<file path="src/rtl/coin_payment_change_dispenser_assert.svh">
// Assertion macros shared by the coin payment change dispenser modules.
// Each macro expects the clock aclk and the active-low reset aresetn in scope.
`ifndef COIN_PAYMENT_CHANGE_DISPENSER_ASSERT_SVH
`define COIN_PAYMENT_CHANGE_DISPENSER_ASSERT_SVH

// The consequent must hold in the same cycle as the antecedent.
`define CPCD_ASSERT_SAME(label, ante, cons, msg) \
    label: assert property (@(posedge aclk) disable iff (!aresetn) (ante) |-> (cons)) \
        else $error(msg);

// The consequent must hold in the cycle after the antecedent.
`define CPCD_ASSERT_NEXT(label, ante, cons, msg) \
    label: assert property (@(posedge aclk) disable iff (!aresetn) (ante) |=> (cons)) \
        else $error(msg);

`endif

</file>
<file path="src/rtl/cpcd_pkg.sv">
// Shared types, constants and the denomination table of the coin payment
// change dispenser. No dependencies.
`default_nettype none

package cpcd_pkg;

    // Denomination table and default number of denominations in use.
    localparam int TABLE_SIZE     = 9;
    localparam int NUM_DENOMS_DEF = 9;

    // Field widths.
    localparam int CMD_W   = 2;
    localparam int PRICE_W = 16;
    localparam int IDX_W   = 4;
    localparam int CENTS_W = 13;
    localparam int CNT_W   = 8;
    localparam int OWED_W  = 16;
    localparam int KIND_W  = 2;

    // Stream packing.
    localparam int S_DATA_USED = PRICE_W + IDX_W;
    localparam int S_TDATA_W   = ((S_DATA_USED + 7) / 8) * 8;
    localparam int M_DATA_USED = IDX_W + CENTS_W + CNT_W + OWED_W;
    localparam int M_TDATA_W   = ((M_DATA_USED + 7) / 8) * 8;

    // Command codes.
    localparam logic [CMD_W-1:0] CMD_START  = CMD_W'(0);
    localparam logic [CMD_W-1:0] CMD_INSERT = CMD_W'(1);
    localparam logic [CMD_W-1:0] CMD_CANCEL = CMD_W'(2);

    // Result kinds.
    localparam logic [KIND_W-1:0] KIND_STATUS = KIND_W'(0);
    localparam logic [KIND_W-1:0] KIND_CHANGE = KIND_W'(1);
    localparam logic [KIND_W-1:0] KIND_REFUND = KIND_W'(2);
    localparam logic [KIND_W-1:0] KIND_REJECT = KIND_W'(3);

    // Smallest coin; any remainder below it cannot be paid out.
    localparam logic [CENTS_W-1:0] DENOM_MIN = CENTS_W'(10);
    localparam logic [CNT_W-1:0]   CNT_MAX   = '1;

    // Value in cents of each denomination index.
    function automatic logic [CENTS_W-1:0] denom_value(input logic [IDX_W-1:0] idx);
        logic [CENTS_W-1:0] val;
        case (idx)
            IDX_W'(0): val = CENTS_W'(10);
            IDX_W'(1): val = CENTS_W'(20);
            IDX_W'(2): val = CENTS_W'(50);
            IDX_W'(3): val = CENTS_W'(100);
            IDX_W'(4): val = CENTS_W'(200);
            IDX_W'(5): val = CENTS_W'(500);
            IDX_W'(6): val = CENTS_W'(1000);
            IDX_W'(7): val = CENTS_W'(2000);
            IDX_W'(8): val = CENTS_W'(5000);
            default:   val = '0;
        endcase
        return val;
    endfunction

    // Controller states.
    typedef enum logic [3:0] {
        ST_IDLE,
        ST_DECODE,
        ST_START_OUT,
        ST_PAY_OUT,
        ST_CLOSE_OUT,
        ST_CHG_SUB,
        ST_CHG_OUT,
        ST_REF_SCAN,
        ST_REF_OUT,
        ST_EMPTY_OUT,
        ST_REJECT_OUT
    } state_t;

    // Datapath operations.
    typedef enum logic [3:0] {
        OP_NONE,
        OP_LOAD,
        OP_START,
        OP_PAY,
        OP_CLOSE,
        OP_CHG_SUB,
        OP_DEC_IDX,
        OP_CHG_LINE,
        OP_CANCEL,
        OP_EMPTY,
        OP_REF_LINE,
        OP_REJECT
    } dp_op_t;

    // Controller to datapath.
    typedef struct packed {
        dp_op_t op;
        logic   emit;
    } dp_cmd_t;

    // Datapath to controller.
    typedef struct packed {
        logic [CMD_W-1:0] cmd;
        logic             active;
        logic             coin_ok;
        logic             coin_lt_owed;
        logic             change_last;
        logic             any_nz;
        logic             rem_ge_d;
        logic             cnt_nz;
        logic             rem_lt_min;
        logic             nz_at_idx;
        logic             none_below;
        logic             idx_zero;
        logic             out_free;
    } dp_status_t;

endpackage

`default_nettype wire

</file>
<file path="src/rtl/cpcd_ctrl.sv">
// Controller state machine of the coin payment change dispenser.
// Depends on cpcd_pkg and the assertion macro header.
`default_nettype none

`include "coin_payment_change_dispenser_assert.svh"

module cpcd_ctrl (
    input  wire logic                 aclk,
    input  wire logic                 aresetn,
    input  wire logic                 s_tvalid,
    output logic                      s_tready,
    input  wire cpcd_pkg::dp_status_t sts,
    output cpcd_pkg::dp_cmd_t         cmd
);

    cpcd_pkg::state_t state_reg, state_next;

    logic do_start, do_insert, do_cancel;

    // Classify the captured command against the purchase state.
    assign do_start  = (sts.cmd == cpcd_pkg::CMD_START) && !sts.active;
    assign do_insert = (sts.cmd == cpcd_pkg::CMD_INSERT) && sts.active && sts.coin_ok;
    assign do_cancel = (sts.cmd == cpcd_pkg::CMD_CANCEL) && sts.active;

    // State register.
    always_ff @(posedge aclk) begin
        if (!aresetn) begin
            state_reg <= cpcd_pkg::ST_IDLE;
        end else begin
            state_reg <= state_next;
        end
    end

    // Next-state logic.
    always_comb begin
        state_next = state_reg;
        unique case (state_reg)
            cpcd_pkg::ST_IDLE: begin
                if (s_tvalid) state_next = cpcd_pkg::ST_DECODE;
            end
            cpcd_pkg::ST_DECODE: begin
                if (do_start) begin
                    state_next = cpcd_pkg::ST_START_OUT;
                end else if (do_insert) begin
                    state_next = sts.coin_lt_owed ? cpcd_pkg::ST_PAY_OUT
                                                  : cpcd_pkg::ST_CLOSE_OUT;
                end else if (do_cancel) begin
                    state_next = sts.any_nz ? cpcd_pkg::ST_REF_SCAN
                                            : cpcd_pkg::ST_EMPTY_OUT;
                end else begin
                    state_next = cpcd_pkg::ST_REJECT_OUT;
                end
            end
            cpcd_pkg::ST_START_OUT, cpcd_pkg::ST_PAY_OUT,
            cpcd_pkg::ST_EMPTY_OUT, cpcd_pkg::ST_REJECT_OUT: begin
                if (sts.out_free) state_next = cpcd_pkg::ST_IDLE;
            end
            cpcd_pkg::ST_CLOSE_OUT: begin
                if (sts.out_free) begin
                    state_next = sts.change_last ? cpcd_pkg::ST_IDLE : cpcd_pkg::ST_CHG_SUB;
                end
            end
            cpcd_pkg::ST_CHG_SUB: begin
                if (!sts.rem_ge_d) begin
                    if (sts.cnt_nz) begin
                        state_next = cpcd_pkg::ST_CHG_OUT;
                    end else if (sts.idx_zero) begin
                        state_next = cpcd_pkg::ST_IDLE;
                    end
                end
            end
            cpcd_pkg::ST_CHG_OUT: begin
                if (sts.out_free) begin
                    state_next = sts.rem_lt_min ? cpcd_pkg::ST_IDLE : cpcd_pkg::ST_CHG_SUB;
                end
            end
            cpcd_pkg::ST_REF_SCAN: begin
                if (sts.nz_at_idx) state_next = cpcd_pkg::ST_REF_OUT;
            end
            cpcd_pkg::ST_REF_OUT: begin
                if (sts.out_free) begin
                    state_next = sts.none_below ? cpcd_pkg::ST_IDLE : cpcd_pkg::ST_REF_SCAN;
                end
            end
            default: state_next = cpcd_pkg::ST_IDLE;
        endcase
    end

    // Output logic: datapath commands and the input handshake.
    always_comb begin
        s_tready = 1'b0;
        cmd.op   = cpcd_pkg::OP_NONE;
        cmd.emit = 1'b0;
        unique case (state_reg)
            cpcd_pkg::ST_IDLE: begin
                s_tready = 1'b1;
                if (s_tvalid) cmd.op = cpcd_pkg::OP_LOAD;
            end
            cpcd_pkg::ST_DECODE: begin
                if (!do_start && !do_insert && do_cancel && sts.any_nz) begin
                    cmd.op = cpcd_pkg::OP_CANCEL;
                end
            end
            cpcd_pkg::ST_START_OUT: begin
                if (sts.out_free) begin
                    cmd.op   = cpcd_pkg::OP_START;
                    cmd.emit = 1'b1;
                end
            end
            cpcd_pkg::ST_PAY_OUT: begin
                if (sts.out_free) begin
                    cmd.op   = cpcd_pkg::OP_PAY;
                    cmd.emit = 1'b1;
                end
            end
            cpcd_pkg::ST_CLOSE_OUT: begin
                if (sts.out_free) begin
                    cmd.op   = cpcd_pkg::OP_CLOSE;
                    cmd.emit = 1'b1;
                end
            end
            cpcd_pkg::ST_CHG_SUB: begin
                if (sts.rem_ge_d) begin
                    cmd.op = cpcd_pkg::OP_CHG_SUB;
                end else if (!sts.cnt_nz && !sts.idx_zero) begin
                    cmd.op = cpcd_pkg::OP_DEC_IDX;
                end
            end
            cpcd_pkg::ST_CHG_OUT: begin
                if (sts.out_free) begin
                    cmd.op   = cpcd_pkg::OP_CHG_LINE;
                    cmd.emit = 1'b1;
                end
            end
            cpcd_pkg::ST_REF_SCAN: begin
                if (!sts.nz_at_idx) cmd.op = cpcd_pkg::OP_DEC_IDX;
            end
            cpcd_pkg::ST_REF_OUT: begin
                if (sts.out_free) begin
                    cmd.op   = cpcd_pkg::OP_REF_LINE;
                    cmd.emit = 1'b1;
                end
            end
            cpcd_pkg::ST_EMPTY_OUT: begin
                if (sts.out_free) begin
                    cmd.op   = cpcd_pkg::OP_EMPTY;
                    cmd.emit = 1'b1;
                end
            end
            cpcd_pkg::ST_REJECT_OUT: begin
                if (sts.out_free) begin
                    cmd.op   = cpcd_pkg::OP_REJECT;
                    cmd.emit = 1'b1;
                end
            end
            default: begin
                cmd.op = cpcd_pkg::OP_NONE;
            end
        endcase
    end

    // An accepted transaction is always decoded in the following cycle.
    `CPCD_ASSERT_NEXT(a_accept_decode, s_tvalid && s_tready, state_reg == cpcd_pkg::ST_DECODE, "accepted transaction not decoded")

endmodule

`default_nettype wire

</file>
<file path="src/rtl/cpcd_dp.sv">
// Datapath of the coin payment change dispenser: purchase state, inserted
// coin counts, change remainder and the result register. Depends on cpcd_pkg and the assertion macro header.
`default_nettype none

`include "coin_payment_change_dispenser_assert.svh"

module cpcd_dp #(
    parameter int NUM_DENOMS = cpcd_pkg::NUM_DENOMS_DEF
) (
    input  wire logic                             aclk,
    input  wire logic                             aresetn,
    input  wire logic [cpcd_pkg::S_TDATA_W-1:0]   s_tdata,
    input  wire logic [cpcd_pkg::CMD_W-1:0]       s_tuser,
    output logic                                  m_tvalid,
    input  wire logic                             m_tready,
    output logic [cpcd_pkg::M_TDATA_W-1:0]        m_tdata,
    output logic [cpcd_pkg::KIND_W-1:0]           m_tuser,
    output logic                                  m_tlast,
    input  wire cpcd_pkg::dp_cmd_t                cmd,
    output cpcd_pkg::dp_status_t                  sts
);

    localparam int ND    = (NUM_DENOMS < cpcd_pkg::TABLE_SIZE) ? NUM_DENOMS
                                                               : cpcd_pkg::TABLE_SIZE;
    localparam int SEL_W = (ND > 1) ? $clog2(ND) : 1;
    localparam int IDX_W = cpcd_pkg::IDX_W;
    localparam int CNT_W = cpcd_pkg::CNT_W;
    localparam int CEN_W = cpcd_pkg::CENTS_W;
    localparam int OWE_W = cpcd_pkg::OWED_W;

    // Captured command.
    logic [cpcd_pkg::CMD_W-1:0]   cmd_reg;
    logic [cpcd_pkg::PRICE_W-1:0] price_reg;

    // Purchase state.
    logic             active_reg;
    logic [OWE_W-1:0] owed_reg;
    logic [CNT_W-1:0] counts_reg [ND];
    logic [ND-1:0]    nz_reg;

    // Walk over denominations.
    logic [IDX_W-1:0] idx_reg;
    logic [CEN_W-1:0] rem_reg;
    logic [CNT_W-1:0] cnt_reg;

    // Result register.
    logic                          m_tvalid_reg;
    logic [cpcd_pkg::KIND_W-1:0]   kind_reg, kind_next;
    logic [IDX_W-1:0]              oidx_reg, oidx_next;
    logic [CEN_W-1:0]              ocents_reg, ocents_next;
    logic [CNT_W-1:0]              ocount_reg, ocount_next;
    logic [OWE_W-1:0]              oowed_reg, oowed_next;
    logic                          olast_reg, olast_next;

    logic [SEL_W-1:0] sel;
    logic [CEN_W-1:0] denom;
    logic [CNT_W-1:0] cur_count;
    logic             cur_nz;
    logic [CNT_W-1:0] bumped;
    logic [CEN_W-1:0] change;
    logic [OWE_W-1:0] owed_less;
    logic             none_below;
    logic             out_free;

    // Denomination at the walk index; the index doubles as the coin index.
    assign sel       = idx_reg[SEL_W-1:0];
    assign denom     = cpcd_pkg::denom_value(idx_reg);
    assign cur_nz    = nz_reg[sel];
    assign cur_count = cur_nz ? counts_reg[sel] : '0;
    assign bumped    = (cur_count == cpcd_pkg::CNT_MAX) ? cur_count : cur_count + 1'b1;
    assign change    = denom - owed_reg[CEN_W-1:0];
    assign owed_less = owed_reg - OWE_W'(denom);
    assign out_free  = !m_tvalid_reg || m_tready;

    // Set when no inserted coin has a smaller denomination than the walk index.
    always_comb begin
        none_below = 1'b1;
        for (int j = 0; j < ND; j++) begin
            if (nz_reg[j] && (IDX_W'(j) < idx_reg)) none_below = 1'b0;
        end
    end

    // Status toward the controller.
    always_comb begin
        sts.cmd          = cmd_reg;
        sts.active       = active_reg;
        sts.coin_ok      = idx_reg < IDX_W'(ND);
        sts.coin_lt_owed = OWE_W'(denom) < owed_reg;
        sts.change_last  = change < cpcd_pkg::DENOM_MIN;
        sts.any_nz       = |nz_reg;
        sts.rem_ge_d     = rem_reg >= denom;
        sts.cnt_nz       = cnt_reg != '0;
        sts.rem_lt_min   = rem_reg < cpcd_pkg::DENOM_MIN;
        sts.nz_at_idx    = cur_nz;
        sts.none_below   = none_below;
        sts.idx_zero     = idx_reg == '0;
        sts.out_free     = out_free;
    end

    // Control state: purchase flag, owed amount and nonzero-count flags.
    always_ff @(posedge aclk) begin
        if (!aresetn) begin
            active_reg <= 1'b0;
            owed_reg   <= '0;
            nz_reg     <= '0;
        end else begin
            case (cmd.op)
                cpcd_pkg::OP_START: begin
                    owed_reg   <= price_reg;
                    active_reg <= price_reg != '0;
                    nz_reg     <= '0;
                end
                cpcd_pkg::OP_PAY: begin
                    owed_reg    <= owed_less;
                    nz_reg[sel] <= 1'b1;
                end
                cpcd_pkg::OP_CLOSE: begin
                    owed_reg    <= '0;
                    active_reg  <= 1'b0;
                    nz_reg[sel] <= 1'b1;
                end
                cpcd_pkg::OP_CANCEL, cpcd_pkg::OP_EMPTY: begin
                    owed_reg   <= '0;
                    active_reg <= 1'b0;
                end
                default: begin
                end
            endcase
        end
    end

    // Captured command, coin counts and the denomination walk.
    always_ff @(posedge aclk) begin
        case (cmd.op)
            cpcd_pkg::OP_LOAD: begin
                cmd_reg   <= s_tuser;
                price_reg <= s_tdata[cpcd_pkg::PRICE_W-1:0];
                idx_reg   <= s_tdata[cpcd_pkg::PRICE_W +: IDX_W];
            end
            cpcd_pkg::OP_PAY: begin
                counts_reg[sel] <= bumped;
            end
            cpcd_pkg::OP_CLOSE: begin
                counts_reg[sel] <= bumped;
                rem_reg         <= change;
                cnt_reg         <= '0;
                idx_reg         <= IDX_W'(ND - 1);
            end
            cpcd_pkg::OP_CHG_SUB: begin
                rem_reg <= rem_reg - denom;
                if (cnt_reg != cpcd_pkg::CNT_MAX) cnt_reg <= cnt_reg + 1'b1;
            end
            cpcd_pkg::OP_CHG_LINE: begin
                cnt_reg <= '0;
                idx_reg <= idx_reg - 1'b1;
            end
            cpcd_pkg::OP_DEC_IDX, cpcd_pkg::OP_REF_LINE: begin
                idx_reg <= idx_reg - 1'b1;
            end
            cpcd_pkg::OP_CANCEL: begin
                idx_reg <= IDX_W'(ND - 1);
            end
            default: begin
            end
        endcase
    end

    // Result line for each emitting operation.
    always_comb begin
        kind_next   = cpcd_pkg::KIND_STATUS;
        oidx_next   = '0;
        ocents_next = '0;
        ocount_next = '0;
        oowed_next  = '0;
        olast_next  = 1'b1;
        case (cmd.op)
            cpcd_pkg::OP_START: begin
                oowed_next = price_reg;
            end
            cpcd_pkg::OP_PAY: begin
                oowed_next = owed_less;
            end
            cpcd_pkg::OP_CLOSE: begin
                olast_next = change < cpcd_pkg::DENOM_MIN;
            end
            cpcd_pkg::OP_CHG_LINE: begin
                kind_next   = cpcd_pkg::KIND_CHANGE;
                oidx_next   = idx_reg;
                ocents_next = denom;
                ocount_next = cnt_reg;
                olast_next  = rem_reg < cpcd_pkg::DENOM_MIN;
            end
            cpcd_pkg::OP_REF_LINE: begin
                kind_next   = cpcd_pkg::KIND_REFUND;
                oidx_next   = idx_reg;
                ocents_next = denom;
                ocount_next = cur_count;
                olast_next  = none_below;
            end
            cpcd_pkg::OP_REJECT: begin
                kind_next = cpcd_pkg::KIND_REJECT;
            end
            default: begin
            end
        endcase
    end

    // Output register valid flag.
    always_ff @(posedge aclk) begin
        if (!aresetn) begin
            m_tvalid_reg <= 1'b0;
        end else if (cmd.emit) begin
            m_tvalid_reg <= 1'b1;
        end else if (m_tready) begin
            m_tvalid_reg <= 1'b0;
        end
    end

    // Output register payload.
    always_ff @(posedge aclk) begin
        if (cmd.emit) begin
            kind_reg   <= kind_next;
            oidx_reg   <= oidx_next;
            ocents_reg <= ocents_next;
            ocount_reg <= ocount_next;
            oowed_reg  <= oowed_next;
            olast_reg  <= olast_next;
        end
    end

    assign m_tvalid = m_tvalid_reg;
    assign m_tuser  = kind_reg;
    assign m_tlast  = olast_reg;
    assign m_tdata  = {{(cpcd_pkg::M_TDATA_W - cpcd_pkg::M_DATA_USED){1'b0}},
                       oowed_reg, ocount_reg, ocents_reg, oidx_reg};

    // A result is only loaded when the output register can take it.
    `CPCD_ASSERT_SAME(a_emit_free, cmd.emit, !m_tvalid_reg || m_tready, "result loaded over a pending transaction")
    // An open purchase always owes something; a closed one owes nothing.
    `CPCD_ASSERT_SAME(a_owed_active, 1'b1, active_reg == (owed_reg != '0), "owed amount disagrees with purchase state")
    // A rejected command yields exactly one result line.
    `CPCD_ASSERT_SAME(a_reject_last, m_tvalid && (m_tuser == cpcd_pkg::KIND_REJECT), m_tlast, "rejection not marked last")

endmodule

`default_nettype wire

</file>
<file path="src/rtl/coin_payment_change_dispenser.sv">
// Top level of the coin payment change dispenser: controller plus datapath.
// Depends on cpcd_pkg, cpcd_ctrl and cpcd_dp.
`default_nettype none

// Payment controller in whole cents. Each input transaction carries a command in
// s_tuser (start with a price, insert a coin, cancel) and answers with one or
// more result transactions; m_tlast marks the final result of each command, and
// m_tuser gives its kind (status, change line, refund line, rejected). The block
// works on one command at a time: a status-only command holds the input through
// its accept, decode and result states, and its result is registered once the
// output register is free. A refund scans the denominations downward and emits
// one refund line per denomination with inserted coins; change payout walks the
// denominations downward, subtracting each with the shared compare-and-subtract
// unit while the remainder allows and emitting one change line per denomination
// used. The result register decouples the output: a finished result may wait for
// m_tready while the next command is accepted. No clearing pass follows reset.
module coin_payment_change_dispenser #(
    parameter int NUM_DENOMS = cpcd_pkg::NUM_DENOMS_DEF
) (
    input  wire logic                            aclk,
    input  wire logic                            aresetn,
    input  wire logic                            s_tvalid,
    output logic                                 s_tready,
    // [15:0] price_cents, [19:16] coin_index, rest zero
    input  wire logic [cpcd_pkg::S_TDATA_W-1:0]  s_tdata,
    // [1:0] cmd
    input  wire logic [cpcd_pkg::CMD_W-1:0]      s_tuser,
    output logic                                 m_tvalid,
    input  wire logic                            m_tready,
    // [3:0] denom_index, [16:4] denom_cents, [24:17] coin_count,
    // [40:25] owed_cents, rest zero
    output logic [cpcd_pkg::M_TDATA_W-1:0]       m_tdata,
    // [1:0] kind
    output logic [cpcd_pkg::KIND_W-1:0]          m_tuser,
    output logic                                 m_tlast
);

    cpcd_pkg::dp_cmd_t    dp_cmd;
    cpcd_pkg::dp_status_t dp_sts;

    // Sequencer for command decode, change walk and refund scan.
    cpcd_ctrl u_ctrl (
        .aclk     (aclk),
        .aresetn  (aresetn),
        .s_tvalid (s_tvalid),
        .s_tready (s_tready),
        .sts      (dp_sts),
        .cmd      (dp_cmd)
    );

    // Purchase state, coin counts and result register.
    cpcd_dp #(
        .NUM_DENOMS (NUM_DENOMS)
    ) u_dp (
        .aclk     (aclk),
        .aresetn  (aresetn),
        .s_tdata  (s_tdata),
        .s_tuser  (s_tuser),
        .m_tvalid (m_tvalid),
        .m_tready (m_tready),
        .m_tdata  (m_tdata),
        .m_tuser  (m_tuser),
        .m_tlast  (m_tlast),
        .cmd      (dp_cmd),
        .sts      (dp_sts)
    );

endmodule

`default_nettype wire
</file>
<file path="config.mk">
export PLATFORM = sky130hd
export DESIGN_NAME = coin_payment_change_dispenser
export DESIGN_NICKNAME = d
export VERILOG_FILES = /design/src/rtl/cpcd_pkg.sv /design/src/rtl/cpcd_ctrl.sv /design/src/rtl/cpcd_dp.sv /design/src/rtl/coin_payment_change_dispenser.sv
export VERILOG_INCLUDE_DIRS = /design/src /design/src/rtl
export SDC_FILE = /design/constraint.sdc
export NUM_CORES = 1
export LEC_CHECK = 0
export BUFFER_PORTS_ARGS = -buffer_cell sky130_fd_sc_hd__buf_2
export CORE_MARGIN = 1
export CORE_UTILIZATION = 43
export CTS_BUF_LIST = sky130_fd_sc_hd__clkbuf_4
export DETAILED_ROUTE_END_ITERATION = 6
export GPL_ROUTABILITY_DRIVEN = 0
export HOLD_SLACK_MARGIN = 0.1
export PLACE_DENSITY = 0.63
export SYNTH_ARGS = -nofsm -noshare
export SYNTH_HDL_FRONTEND = slang
export SYNTH_SLANG_ARGS = --single-unit
</file>
<file path="constraint.sdc">
create_clock -name aclk -period 3.3 [get_ports aclk]
set_clock_uncertainty 0.2 [all_clocks]
set_input_delay 0.165 -clock aclk [delete_from_list [all_inputs] [get_ports aclk]]
set_output_delay 0.165 -clock aclk [all_outputs]
set_load 0.05 [all_outputs]
</file>
==> Word level (Yosys, flattened, before mapping) <==
Memories as Yosys holds them, arrays and structs flattened. A register that Yosys moved wholly into a read port is not among the register bits.
Cells that the tools add are included.
{ "word_totals": {"reg_bits": 118, "mem_bits_rw": 72, "mem_bits_ro": 176, "input_bits": 30, "output_inout_bits": 53, "elab_cells": 191, "memories": 2} }
{ "classes": {"addsub": 6, "n_lt_le_gt_ge": 16, "n_eq_ne": 34, "muxes": 68, "n_bitwise": 2, "n_reduce_logical": 47} }
{ "mem_list": {"columns": ["memory", "words", "word_bits", "rd", "rd_clocked_by_memory_dff", "wr", "line", "text"], "rows": [
  ["(no name shown)", 16, 11, 1, 1, 0, "cpcd_pkg.sv:44", "case (idx)"],
  ["u_dp.counts_reg", 9, 8, 1, 1, 1, "cpcd_dp.sv:38", "logic [CNT_W-1:0] counts_reg [ND];"]
]} }
{ "ops": {"columns": ["cell", "count"], "rows": [
  ["$mux 4", 19],
  ["$pmux 16 s3", 1],
  ["$pmux 4 s11", 1],
  ["$eq 4x3->1 const B", 8],
  ["$mux 8", 4],
  ["$pmux 16 s2", 1],
  ["$pmux 4 s8", 1],
  ["$pmux 8 s2", 2],
  ["$eq 4x4->1 const B", 7],
  ["$lt 13x4->1 const B", 2],
  ["$pmux 13 s2", 1],
  ["$sub 13x13->13", 2],
  ["$mux 3", 8],
  ["$mux 1", 19],
  ["$logic_and 1x1->1", 18],
  ["$pmux 9 s2", 1],
  ["$add 8x1->8 const B", 2],
  ["$eq 4x2->1 const B", 4],
  ["$lt 13x16->1", 1],
  ["$lt 3x4->1 const A", 4],
  ["$reduce_bool 16->1", 1],
  ["$sub 16x13->16", 1],
  ["$mux 5", 3],
  ["$ge 13x13->1", 1],
  ["other kinds (37)", 61]
]} }

==> Logic depth before layout (Yosys ltp) <==
{ "logic_depth": {"depth_word": 14, "mapped_depth": 17, "ltp_nobuf": 15} }

==> By module <==
From an unflattened synthesis, not the netlist that was laid out.
{ "unflattened": {"hier_cells": 962, "hier_area_um2": 10709.0} }
{ "by_module_without_submodules": {"columns": ["module", "instances", "cells_each", "area_per_inst_um2", "seq_area_each_um2"], "rows": [
  ["cpcd_dp", 1, 869, 10087.2, 5555.3],
  ["cpcd_ctrl", 1, 93, 621.8, 80.1]
]} }

==> Worst setup path before layout <==
No wires, ideal clock.
{ "synth_timing": {"path_type": "register to register", "start": "register u_ctrl.state_reg[0]", "end": "register u_dp.denom[9] (netlist name)", "setup_ns": 0.131, "t_arrival_ns": 3.672, "t_required_ns": 2.969, "slack_ns": -0.703, "stages_incl_launch_ff": 12, "path_buffers": 2, "synth_period_minus_slack_ns": 4.003, "cell_sequence": "dfxtp_1 -> clkbuf_8 -> nor4_1 -> nand2_1 -> o311a_1 -> and2_1 -> a31oi_4 -> buf_6 -> o32ai_1 -> a21oi_2 -> or2_4 -> o21ai_1"} }
{ "synth_via": {"elab_chain_len": 6, "elab_cells_between_ends": 23, "cone_classes": "eq/ne: 16; mux: 3; reduce/logical: 4"} }
{ "synth_rtl": {"columns": ["item", "line", "text"], "rows": [
  ["start: declaration", "cpcd_ctrl.sv:16", "cpcd_pkg::state_t state_reg, state_next;"],
  ["start signal: assignment", "cpcd_ctrl.sv:28", "state_reg <= cpcd_pkg::ST_IDLE;"],
  ["start signal: assignment", "cpcd_ctrl.sv:30", "state_reg <= state_next;"],
  ["$eq 4x4->1 (tied with other cells)", "cpcd_ctrl.sv:94", "unique case (state_reg)"],
  ["$pmux 4 s11 *", "cpcd_ctrl.sv:94", null],
  ["$eq 4x3->1 or $eq 4x4->1 (tied branches)", "cpcd_dp.sv:134", "case (cmd.op)"],
  ["$reduce_or 3->1 (no line) or $reduce_or 2->1 (tied branches)", null, null],
  ["$pmux 4 s3 or $reduce_bool 3->1 (tied branches)", null, null],
  ["$mux 4 (no line) *", null, null]
]} }
Every way passes the cells marked *; elsewhere a longest branch is shown, timed or not.
A chain may end at the register's enable or synchronous reset.

==> Final worst setup path <==
{ "layout_timing": {"start": "register u_dp.cmd_reg[0] (netlist name)", "end": "register u_dp.denom[7] (netlist name)"} }
{ "layout_via": {"elab_chain_len": 13, "elab_cells_between_ends": 25, "cone_classes": "eq/ne: 8; mux: 4; reduce/logical: 13"} }
{ "layout_rtl": {"columns": ["item", "line", "text"], "rows": [
  ["start: declaration", "cpcd_dp.sv:32", "logic [cpcd_pkg::CMD_W-1:0] cmd_reg;"],
  ["start signal: assignment", "cpcd_dp.sv:136", "cmd_reg <= s_tuser;"],
  ["$eq 2x1->1", "cpcd_ctrl.sv:22", "assign do_insert = (sts.cmd == cpcd_pkg::CMD_INSERT) && sts.active && sts.coin_ok;"],
  ["$logic_and 1x1->1 (2 in a row)", "cpcd_ctrl.sv:22", null],
  ["$logic_not 1->1", "cpcd_ctrl.sv:100", "if (!do_start && !do_insert && do_cancel && sts.any_nz) begin"],
  ["$logic_and 1x1->1", "cpcd_ctrl.sv:100", null],
  ["$logic_and 1x1->1 * (2 in a row)", "cpcd_ctrl.sv:100", null],
  ["$mux 4 *", "cpcd_ctrl.sv:100", null],
  ["$pmux 4 s11 *", "cpcd_ctrl.sv:94", null],
  ["$eq 4x3->1 or $eq 4x4->1 (tied branches)", "cpcd_dp.sv:134", null],
  ["$reduce_or 3->1 (no line) or $reduce_or 2->1 (tied branches)", null, null],
  ["$pmux 4 s3 or $reduce_bool 3->1 (tied branches)", null, null],
  ["$mux 4 (no line) *", null, null]
]} }
Marks and branches as above.

==> impl_metrics.ini <==
[min_path]
hp-class = in -> reg

[logic_synthesis]
synth_top_area_cell = edfxtp_1
ys_warn_count = 0
synth_area_leaders = edfxtp_1, dfxtp_1, ha_1
yosysUniqueCellTypes = 91
synth-edff-count = 157
yosysSeqAreaShare_pct = 52.7
synth_top_cell_area_share_pct = 44.1
synthCells = 947
synth_area_per_cell_sq_um = 11.3
syn_area_sq_mm = 0.0107
ys_async_sr_fraction_pct = 0
synth_top_flop_cell = edfxtp_1
ys_ff_latch = 203

[global_route]
grt_max_degree = 31
grt_pass1_vias = 8663
grt_usage_pct = 22.7
gr-usage-met2_pct = 36.4
met1_usage_pct = 31.4
grt_overflow = 0
grt_pass1_wl_mm = 45.5
antenna_found_initial = 1
grt-busiest-layer = met2
gr-usage-met3_pct = 4.16

[sta]
rsz0062_at_grt = yes
setup_viol = 14
max_slew_margin_pct = 60.2
timing.final.ws_setup_ns = -0.154
hold_ws_ns = 0.186
final_max_slew_viol_count = 0
min_period_ns = 3.45
final_hold_viol_count = 0
fin_crit_sh_pct = 105
worst_slew_pin_slew_ns = 0.593
max_clock_freq_ghz = 0.290

[die]
core_area_sq_mm = 0.0243
rows = 57
die_area_sq_mm = 0.0255
fp.dieH_microns = 160
num_io_pins = 83
die_w_microns = 160
initial_core_util_pct = 43.9

[placed_design]
placed_area_sq_mm = 0.0127
portBuffers = 69
hpwl_mm = 19.8

[clocking]
cts_made_buffers = 51
cts_max_level = 2
cts_tree = yes
clk_pin_slew_ns = 0.07
cts_sinks = 203
cts_root_buffer = clkbuf_4
clkLatencyLatePin_ns = 0.69
cts_buffer_depth = 3

[critical_path]
crit_required_ns = 3.67
crit_arrival_ns = 3.82
r2r_slack_ns = -0.15
worstSetupStartpointType = flip-flop
crit_type = reg -> reg
path_max_fanout = 6
cp-end-kind = flip-flop

[pwr]
leakage_nw = 6.00
ir_drop_v = 0.000628
p_total_mw = 14.9
power.density_mw_per_mm2 = 1020

[job]
cap_violations = 0

[finish]
drive_gt1_share_pct = 40.6
nets = 1366
area_growth_syn_to_layout_pct = 37.1
utilization_pct = 60.2
final_common_cell = buf_4
largest_reg_flops = 72
mostFrequentLayoutCells = buf_4, edfxtp_1, nand2_1, clkbuf_4, nor2_1
fin_area_sq_mm = 0.0146

[run_status]
violations = negative setup slack
status = complete, but fails checks

[routing]
drt_pass1_iterations = 6
ant_nets = 0
vias = 8511
postRouteWirelength_mm = 28.9
via_per_inst = 5.14
wire_per_inst_microns = 17.5
drcViolationCount = 0
drt-initial-drc-count = 441
## Yosys cell counts (7+ instances only)
cell	count
xnor2_1	25
buf_6	7
nor4_1	10
edfxtp_1	157
a21oi_1	67
o21ai_0	39
nand2_1	92
and2_1	19
a21o_1	13
nand3_1	13
buf_4	9
inv_1	48
nor2_1	81
nor3_1	20
nor2b_1	25
dfxtp_1	46
ha_1	44
xor2_1	20
nand4_1	7
mux2i_1	21
nand2b_1	8
a211oi_1	8
clkbuf_1	19
mux4_2	17
## worst max-delay path: stages, from the launching register on
cell and delay (ns):
edfxtp_1 0.43, nand3b_1 0.21, a31o_2 0.25, mux2_2 0.27, a2111oi_2 0.44, nand3b_1 0.24
a21oi_4 0.31, buf_6 0.15, o32ai_2 0.06, buf_4 0.16, a32oi_4 0.33, or2_4 0.25
nand2_2 0.05
## cell type report
type | count | area, sq um
Tap cell | 324 | 405
Sequential cell | 203 | 5650
Multi-Input combinational cell | 657 | 5180
Antenna cell | 1 | 2.50
Inverter | 49 | 186
Timing Repair Buffer | 327 | 2510
Clock buffer | 84 | 631
Fill cell | 1993 | 9670
Clock inverter | 12 | 80.1
## through the flow
| stage | TNS, ns | std cells | setup WS (ns) |
|---|---|---|---|
| 2_1_floorplan | -0.00544 | 955 | -0.00544 |
| 3_3_place_gp | -9.42 | 1483 | -0.211 |
| 3_5_place_dp | -15.21 | 1483 | -0.276 |
| 4_1_cts | -0.792 | 1641 | -0.104 |
| 5_1_grt | -3.62 | 1657 | -0.242 |
| 6_report | -1.58 | 1657 | -0.154 |
## routing by layer
layer	wire length (microns)	up-vias
met5	0	-
met4	638	0
met3	1420	52
met2	13400	246
met1	13500	4067
li1	-	4146
## power breakdown
part | total [mW] | leakage (nW) | switching, mW | internal, mW
combinational | 8.85 | 3.66 | 4.77 | 4.09
sequential | 3.75 | 1.92 | 0.322 | 3.43
clock | 2.28 | 0.419 | 1.05 | 1.23
total | 14.9 | 6.00 | 6.14 | 8.75
## final timing paths
check / cells after the start / endpoint / from
worst min register to register: 2 / u_dp.owed_reg[4]$_SDFFE_PN0P_ / u_dp.owed_reg[4]$_SDFFE_PN0P_
worst max-delay path: 12 / u_dp.denom[7]$_DFF_P_ / u_dp.cmd_reg[0]$_DFFE_PP_
worst max register to register: 12 / u_dp.denom[7]$_DFF_P_ / u_dp.cmd_reg[0]$_DFFE_PP_
worst min-delay path: 4 / u_dp.idx_reg[2]$_DFFE_PN_ / s_tdata[18]
## what timing repair did
| action | in CTS | in global routing |
|---|---|---|
| gates resized for setup | 70 | 73 |
| hold buffers | 43 | 0 |
| pin swaps | 31 | 27 |
| setup endpoints to repair | 149 | 165 |
| endpoints found under the hold margin | 68 | 0 |
| buffers inserted | 21 | 16 |
| cloned | 0 | 2 |
## logic make-up after synthesis
logic type / share of synthesized area (%)
xor+xnor: 3.69
compound gates: 12.9
other cells: 0.0351
simple gates: 14.3
flops: 52.7
buf+inv: 4.82
mux: 5.76
fa+ha+maj: 5.71
No activity file was read; power rests on OpenSTA's default activity.
